## src/tccw_pkg.sv

```systemverilog
package tccw_pkg;

   // Screen geometry and tab spacing.
   localparam int ROW_STRIDE = 80;
   localparam int TAB_WIDTH  = 8;

   localparam int COL_WIDTH   = 7;
   localparam int ROW_WIDTH   = 6;
   localparam int INDEX_WIDTH = 13;
   localparam int COL_MAX     = 127;

   // Configuration register indexes.
   localparam logic [2:0] CSR_FOREGROUND = 3'd0;
   localparam logic [2:0] CSR_BACKGROUND = 3'd1;
   localparam logic [2:0] CSR_RIGHT      = 3'd2;
   localparam logic [2:0] CSR_ROWS       = 3'd3;
   localparam logic [2:0] CSR_MARGIN     = 3'd4;

   // Request modes.
   localparam logic MODE_PUT_CHAR = 1'b0;
   localparam logic MODE_SET_POS  = 1'b1;

   // Control characters.
   localparam logic [7:0] CHAR_BACKSPACE = 8'd8;
   localparam logic [7:0] CHAR_TAB       = 8'd9;
   localparam logic [7:0] CHAR_NEWLINE   = 8'd10;
   localparam logic [7:0] CHAR_RETURN    = 8'd13;

   typedef logic [COL_WIDTH-1:0]   col_type;
   typedef logic [ROW_WIDTH-1:0]   row_type;
   typedef logic [INDEX_WIDTH-1:0] index_type;
   typedef col_type tab_table_type [2**COL_WIDTH];

   // Next tab stop for every column, saturated at the last column.
   function automatic tab_table_type build_tab_table();
      tab_table_type tbl;
      int            stop;
      for (int i = 0; i < 2**COL_WIDTH; i++) begin
         stop = i + TAB_WIDTH - (i % TAB_WIDTH);
         if (stop > COL_MAX) begin
            stop = COL_MAX;
         end
         tbl[i] = COL_WIDTH'(stop);
      end
      return tbl;
   endfunction

   localparam tab_table_type TAB_STOP_TABLE = build_tab_table();

   // Cell index of a row and column, kept to the index width.
   function automatic index_type cell_of(row_type row, col_type col);
      logic [INDEX_WIDTH:0] prod;
      logic [INDEX_WIDTH:0] sum;
      prod = (INDEX_WIDTH+1)'(row) * (INDEX_WIDTH+1)'(ROW_STRIDE);
      sum  = prod + (INDEX_WIDTH+1)'(col);
      return sum[INDEX_WIDTH-1:0];
   endfunction

endpackage

```

## src/text_console_cursor_writer_core.sv

```systemverilog
// Cursor engine of a text console.
// Requests arrive on the req_ stream: req_tuser selects between putting one
// character (0) and placing the cursor directly (1). Each accepted transaction
// produces exactly one response on the rsp_ stream: an optional screen cell
// write (rsp_tuser high) with its cell index, character and attribute, plus
// the new hardware cursor cell index.
// The csr_ port writes the colors, the right limit, the row limit and the
// left margin; it is always ready and should be used only while idle.
// The response is registered and appears in the cycle after acceptance.
// One transaction is accepted per cycle unless the receiver stalls; the cursor
// registers update at acceptance, so the next request sees the new position at once.
// When the receiver stalls, the response stays in the output register and a
// new request is taken only in a cycle where that register is being emptied.
// Reset puts the cursor at row 0, column 0, restores the default
// configuration and empties the output register.
module text_console_cursor_writer_core (
   input  logic        clock,
   input  logic        reset,
   input  logic        req_tvalid,
   output logic        req_tready,
   input  logic [23:0] req_tdata,   // char_code[7:0], new_col[14:8], new_row[20:15]
   input  logic        req_tuser,   // mode
   output logic        rsp_tvalid,
   input  logic        rsp_tready,
   output logic [47:0] rsp_tdata,   // cell_index[12:0], cell_char[20:13],
                                    // cell_attr[28:21], cursor_pos[41:29]
   output logic        rsp_tuser,   // cell_write
   input  logic        csr_valid,
   output logic        csr_ready,
   input  logic [2:0]  csr_index,
   input  logic [6:0]  csr_data
);
   import tccw_pkg::*;

   logic [3:0] fg_ff, fg_in;
   logic [3:0] bg_ff, bg_in;
   col_type    right_ff, right_in;
   row_type    rows_ff, rows_in;
   col_type    margin_ff, margin_in;

   col_type    col_ff, col_in;
   row_type    row_ff, row_in;

   logic       rsp_valid_ff, rsp_valid_in;
   logic       wr_ff;
   index_type  widx_ff;
   logic [7:0] wchar_ff;
   logic [7:0] wattr_ff;
   index_type  pos_ff;

   logic       req_accept;
   logic       csr_accept;
   logic       mode;
   logic [7:0] char_code;
   col_type    new_col;
   row_type    new_row;

   logic       wr;
   col_type    wcol;
   logic [7:0] wchar;
   col_type    col_work;
   logic [ROW_WIDTH:0] row_work;
   logic [COL_WIDTH:0] col_plus;
   logic       step_back;

   assign mode      = req_tuser;
   assign char_code = req_tdata[7:0];
   assign new_col   = req_tdata[14:8];
   assign new_row   = req_tdata[20:15];

   assign csr_ready  = 1'b1;
   assign csr_accept = csr_valid & csr_ready;
   assign req_tready = ~rsp_valid_ff | rsp_tready;
   assign req_accept = req_tvalid & req_tready;

   always_comb begin
      fg_in     = fg_ff;
      bg_in     = bg_ff;
      right_in  = right_ff;
      rows_in   = rows_ff;
      margin_in = margin_ff;
      if (csr_accept) begin
         case (csr_index)
            CSR_FOREGROUND: fg_in     = csr_data[3:0];
            CSR_BACKGROUND: bg_in     = csr_data[3:0];
            CSR_RIGHT:      right_in  = csr_data;
            CSR_ROWS:       rows_in   = csr_data[5:0];
            CSR_MARGIN:     margin_in = csr_data;
            default: ;
         endcase
      end
   end

   // Cursor movement for one character, or direct placement in set-position mode.
   always_comb begin
      wr       = 1'b0;
      wcol     = col_ff;
      wchar    = 8'd0;
      col_work = col_ff;
      row_work = {1'b0, row_ff};
      col_plus = {1'b0, col_ff} + 1'b1;
      case (char_code)
         CHAR_NEWLINE: begin
            col_work = margin_ff;
            row_work = {1'b0, row_ff} + 1'b1;
         end
         CHAR_BACKSPACE: begin
            if (col_ff != '0) begin
               col_work = col_ff - 1'b1;
               wcol     = col_ff - 1'b1;
               wr       = 1'b1;
            end
         end
         CHAR_TAB: begin
            col_work = TAB_STOP_TABLE[col_ff];
         end
         CHAR_RETURN: begin
            col_work = margin_ff;
         end
         default: begin
            wr    = 1'b1;
            wchar = char_code;
            // A right limit of zero makes every printed character wrap.
            if (col_plus >= {1'b0, right_ff}) begin
               col_work = margin_ff;
               row_work = {1'b0, row_ff} + 1'b1;
            end else begin
               col_work = col_plus[COL_WIDTH-1:0];
            end
         end
      endcase

      step_back = row_work >= {1'b0, rows_ff};
      if (step_back) begin
         row_work = (row_work != '0) ? row_work - 1'b1 : row_work;
         col_work = (col_work != '0) ? col_work - 1'b1 : col_work;
      end

      if (mode == MODE_SET_POS) begin
         wr     = 1'b0;
         col_in = new_col;
         row_in = new_row;
      end else begin
         col_in = col_work;
         row_in = row_work[ROW_WIDTH-1:0];
      end
   end

   assign rsp_valid_in = req_accept | (rsp_valid_ff & ~rsp_tready);

   always_ff @(posedge clock) begin
      if (reset) begin
         fg_ff        <= 4'd7;
         bg_ff        <= 4'd0;
         right_ff     <= COL_WIDTH'(80);
         rows_ff      <= ROW_WIDTH'(25);
         margin_ff    <= '0;
         col_ff       <= '0;
         row_ff       <= '0;
         rsp_valid_ff <= 1'b0;
      end else begin
         fg_ff        <= fg_in;
         bg_ff        <= bg_in;
         right_ff     <= right_in;
         rows_ff      <= rows_in;
         margin_ff    <= margin_in;
         rsp_valid_ff <= rsp_valid_in;
         if (req_accept) begin
            col_ff <= col_in;
            row_ff <= row_in;
         end
      end
   end

   always_ff @(posedge clock) begin
      if (req_accept) begin
         wr_ff    <= wr;
         widx_ff  <= wr ? cell_of(row_ff, wcol) : '0;
         wchar_ff <= wr ? wchar : 8'd0;
         wattr_ff <= wr ? {bg_ff, fg_ff} : 8'd0;
         pos_ff   <= cell_of(row_in, col_in);
      end
   end

   assign rsp_tvalid = rsp_valid_ff;
   assign rsp_tuser  = wr_ff;
   assign rsp_tdata  = {6'd0, pos_ff, wattr_ff, wchar_ff, widx_ff};

`ifndef SYNTHESIS
   a_rsp_follows_req: assert property (@(posedge clock) disable iff (reset)
      req_accept |=> rsp_valid_ff)
      else $error("accepted request produced no response");

   a_set_pos: assert property (@(posedge clock) disable iff (reset)
      (req_accept && mode == MODE_SET_POS) |=>
         (col_ff == $past(new_col) && row_ff == $past(new_row) && !wr_ff))
      else $error("set cursor did not place the cursor");

   a_no_write_fields: assert property (@(posedge clock) disable iff (reset)
      (rsp_valid_ff && !wr_ff) |-> (widx_ff == '0 && wchar_ff == 8'd0 && wattr_ff == 8'd0))
      else $error("cell fields not cleared without a write");
`endif

endmodule
```

## config.mk

```make
export PLATFORM = sky130hd
export DESIGN_NAME = text_console_cursor_writer_core
export DESIGN_NICKNAME = d
export VERILOG_FILES = /design/src/tccw_pkg.sv /design/src/text_console_cursor_writer_core.sv
export SDC_FILE = /design/constraint.sdc
export NUM_CORES = 1
export LEC_CHECK = 0
export ABC_AREA = 1
export BUFFER_PORTS_ARGS = -buffer_cell sky130_fd_sc_hd__buf_4
export CAP_MARGIN = 20
export CORE_ASPECT_RATIO = 1.2
export CORE_MARGIN = 2
export CORE_UTILIZATION = 63
export CTS_CLUSTER_DIAMETER = 100
export DETAILED_ROUTE_END_ITERATION = 16
export GPL_TIMING_DRIVEN = 1
export MAX_ROUTING_LAYER = met4
export PLACE_DENSITY_LB_ADDON = 0.1
export SYNTH_ARGS = -nofsm -noshare
export SYNTH_HDL_FRONTEND = slang
export SYNTH_SLANG_ARGS = --single-unit
```

## constraint.sdc

```tcl
create_clock -name clock -period 12.75 [get_ports clock]
set_clock_uncertainty 0.2 [all_clocks]
set_input_delay 0 -clock clock [delete_from_list [all_inputs] [get_ports clock]]
set_output_delay 0 -clock clock [all_outputs]
set_load 0.01 [all_outputs]
```

==> results.yml <==
setup_path:
  critPathBufInv: 2
  crit_path_start_kind: "flop"
  rr_startpoint: "col_ff[0]$_SDFFE_PP0P_"
  cpMaxStageDelayCell: "fa_1"
  cp.arrival_ps: 6500
  crit_family: "simple AND/OR/NAND/NOR gates"
  crit_top_cell: "nand2_1"
  max_stage_delay_ps: 540
  cp_data_required_time_ps: 12650
  critPathKind: "reg -> reg"
  cp_max_fo: 16
  cp-end-kind: "flop"
  critPathLaunch: "col_ff[0]$_SDFFE_PP0P_"
clock_tree:
  htreeDepth: 3
  clock_sinks: 85
  cts_tree: "yes"
  cts_buffers: 9
  worstSkewPairLatency_ps: 350
  cts_setup_buffers: 0
  path_clk_slew_ps: 70
  clock_path_buffers: 2
  ctsRootBufferMaster: "clkbuf_16"
timing:
  setup_tns_ps: 0
  final_hold_viol_count: 0
  worst_slew_pin_slew_ps: 812
  finalMaxSlewViolations: 0
  final-setup-viol-count: 0
  finalCriticalPeriod_ps: 6600
  rsz0062_at_grt: "no"
  fmax_ghz: 0.151
  fin_crit_sh_pct: 51.8
  whs_ps: 185
  relSlewSlack_pct: 45.4
yosys:
  syn_area_per_cell_um2: 7.80
  ys_ff_latch: 85
  postSynthCellCount: 790
  synth-edff-count: 43
  ys_top_cells_by_count: "nand2_1, inv_1, nor2_1, nand3_1, ha_1"
  syn-cell-area_um2: 6160
  ys.flop_type: "edfxtp_1"
  synth_top_cells_by_area: "edfxtp_1, dfxtp_1, nand2_1"
  async_reset_ff_share_pct: 0
  synth_seq_area_share_pct: 34.6
  yosysMostFrequentCell: "nand2_1"
  synth.distinct_cells: 50
  synth_largest_area_cell: "edfxtp_1"
  yosys_warnings: 0
  synth_top_area_share_pct: 21.0
placement:
  gp_congestion: 0.963
  dpl.hpwl_um: 11000
  post-place-cells: 974
  portBuffers: 81
  placed_area_um2: 6780
floorplanning:
  fp-row-count: 39
  dieHeight_um: 112
  ios: 92
  fp.dieW_um: 94.3
  start_util_pct: 64.8
  fp.coreArea_um2: 9520
  dieArea_um2: 10600
grt:
  overflow: 0
  grt_pass1_vias: 5497
  grt_max_degree: 58
  antenna_found_initial: 0
  track_usage_pct: 31.4
  grt_pass1_wl_um: 25400
power:
  ir_worst_vdd_mv: 0.103
  p_leak_nw: 3.71
  p_per_area_nw_per_um2: 116
route:
  drt_iter0_markers: 378
  route.detailed.drc: 0
  vias_per_cell: 5.42
  drtPass1Iterations: 6
  vias: 5660
  antenna_left: 0
  wirelength_um: 15600
  post_drt_wl_per_cell_um: 14.9
cells_and_area:
  fill_cells: 623
  antenna_cells: 0
  stdcell_count: 1044
  drive_gt1_share_pct: 19.3
  seq_area_um2: 2130
  fin_nets: 1006
  area_growth_pct: 23.8
  multi_input_area_um2: 3410
  fin_area_um2: 7630
outcome:
  status: "finished clean"
min_path:
  min-delay-start: "rsp_tready"
  hp-class: "in -> out"
job:
  maxCapViolCount: 0
where the power goes:
part	total, mW	switching [mW]	internal (mW)
Combinational	0.283	0.167	0.117
Sequential	0.333	0.0151	0.318
Clock	0.267	0.119	0.147
cell usage in the layout, fill, tap and decap left out, types with 8 or more instances in the layout:
cell           instances
a21oi_1               42
buf_4                 81
clkbuf_16             10
dfxtp_1               42
dlygate4sd3_1         53
edfxtp_1              43
ha_1                  46
inv_1                111
inv_2                 11
nand2_1              160
nand2_2               19
nand3_1               59
nand3_2                8
nor2_1                67
nor3_1                 9
o21ai_0               37
o21ai_1               10
xor2_1                17
final cells by class:
class                   count  area share, %
clock inverters             6          0.640
multi-input cells         560           44.6
clock buffers              10           3.28
inverters                 125           6.28
well taps                 123           2.02
flip-flops and latches     85           27.9
repair buffers            135           15.2
cell families after synthesis:
kind of cell	synth area share [%]
and+or+nand+nor	30.2
buffers and inverters	10.4
AOI/OAI and AO/OA	10.7
DFF	34.6
adders and majority gates	10.6
xor gates and xnor gates	3.27
other	0.122
through the flow:
| step | power, mW | utilization, % | setup WS, ps |
|---|---|---|---|
| after floorplan | 0.529 | - | 7210 |
| after global placement | 0.593 | 71.2 | 6310 |
| after detailed placement | 0.604 | 71.2 | 6250 |
| after CTS | 0.880 | 80.0 | 6200 |
| after global routing | 0.929 | 80.2 | 5630 |
| final | 0.883 | 80.2 | 6150 |
worst min-delay path, stage by stage:
cell,delay [ps]
buf_4,80
inv_1,30
nand2_1,110
buf_4,150
layer usage:
| metal | wire, µm | share of wire, % | vias to the layer above | global-route usage [%] |
|---|---|---|---|---|
| met5 | 0 | 0 | - | - |
| met4 | 381 | 2.4 | 0 | 10.3 |
| met1 | 6310 | 40 | 2591 | 37.3 |
| li1 | - | - | 2820 | - |
| met2 | 7980 | 51 | 217 | 54.6 |
| met3 | 909 | 5.8 | 32 | 4.23 |
what timing repair did:
item | in CTS | in global routing
hold buffers | 53 | 0
resized for setup | 0 | 0
hold endpoints to repair | 56 | 0
flip-flops by register name (all words and copies together) (netlist names):
name,flops
wchar_ff,8
margin_ff,7
rows_ff,6
right_ff,7
bg_ff,4
widx_ff,13
rsp_tuser,1
fg_ff,4
wattr_ff,8
col_ff,7
pos_ff,13
rsp_tvalid,1
row_ff,6
path summary, 6_finish.rpt:
check | slack (ps) | depth (start not counted) | to
min | 180 | 4 | req_tready
min reg2reg | 270 | 2 | rows_ff[2]$_SDFFE_PP0P_
max reg2reg | 6150 | 33 | pos_ff[11]$_DFFE_PP_
max | 6150 | 33 | pos_ff[11]$_DFFE_PP_
(Power assumes the default switching activity.)
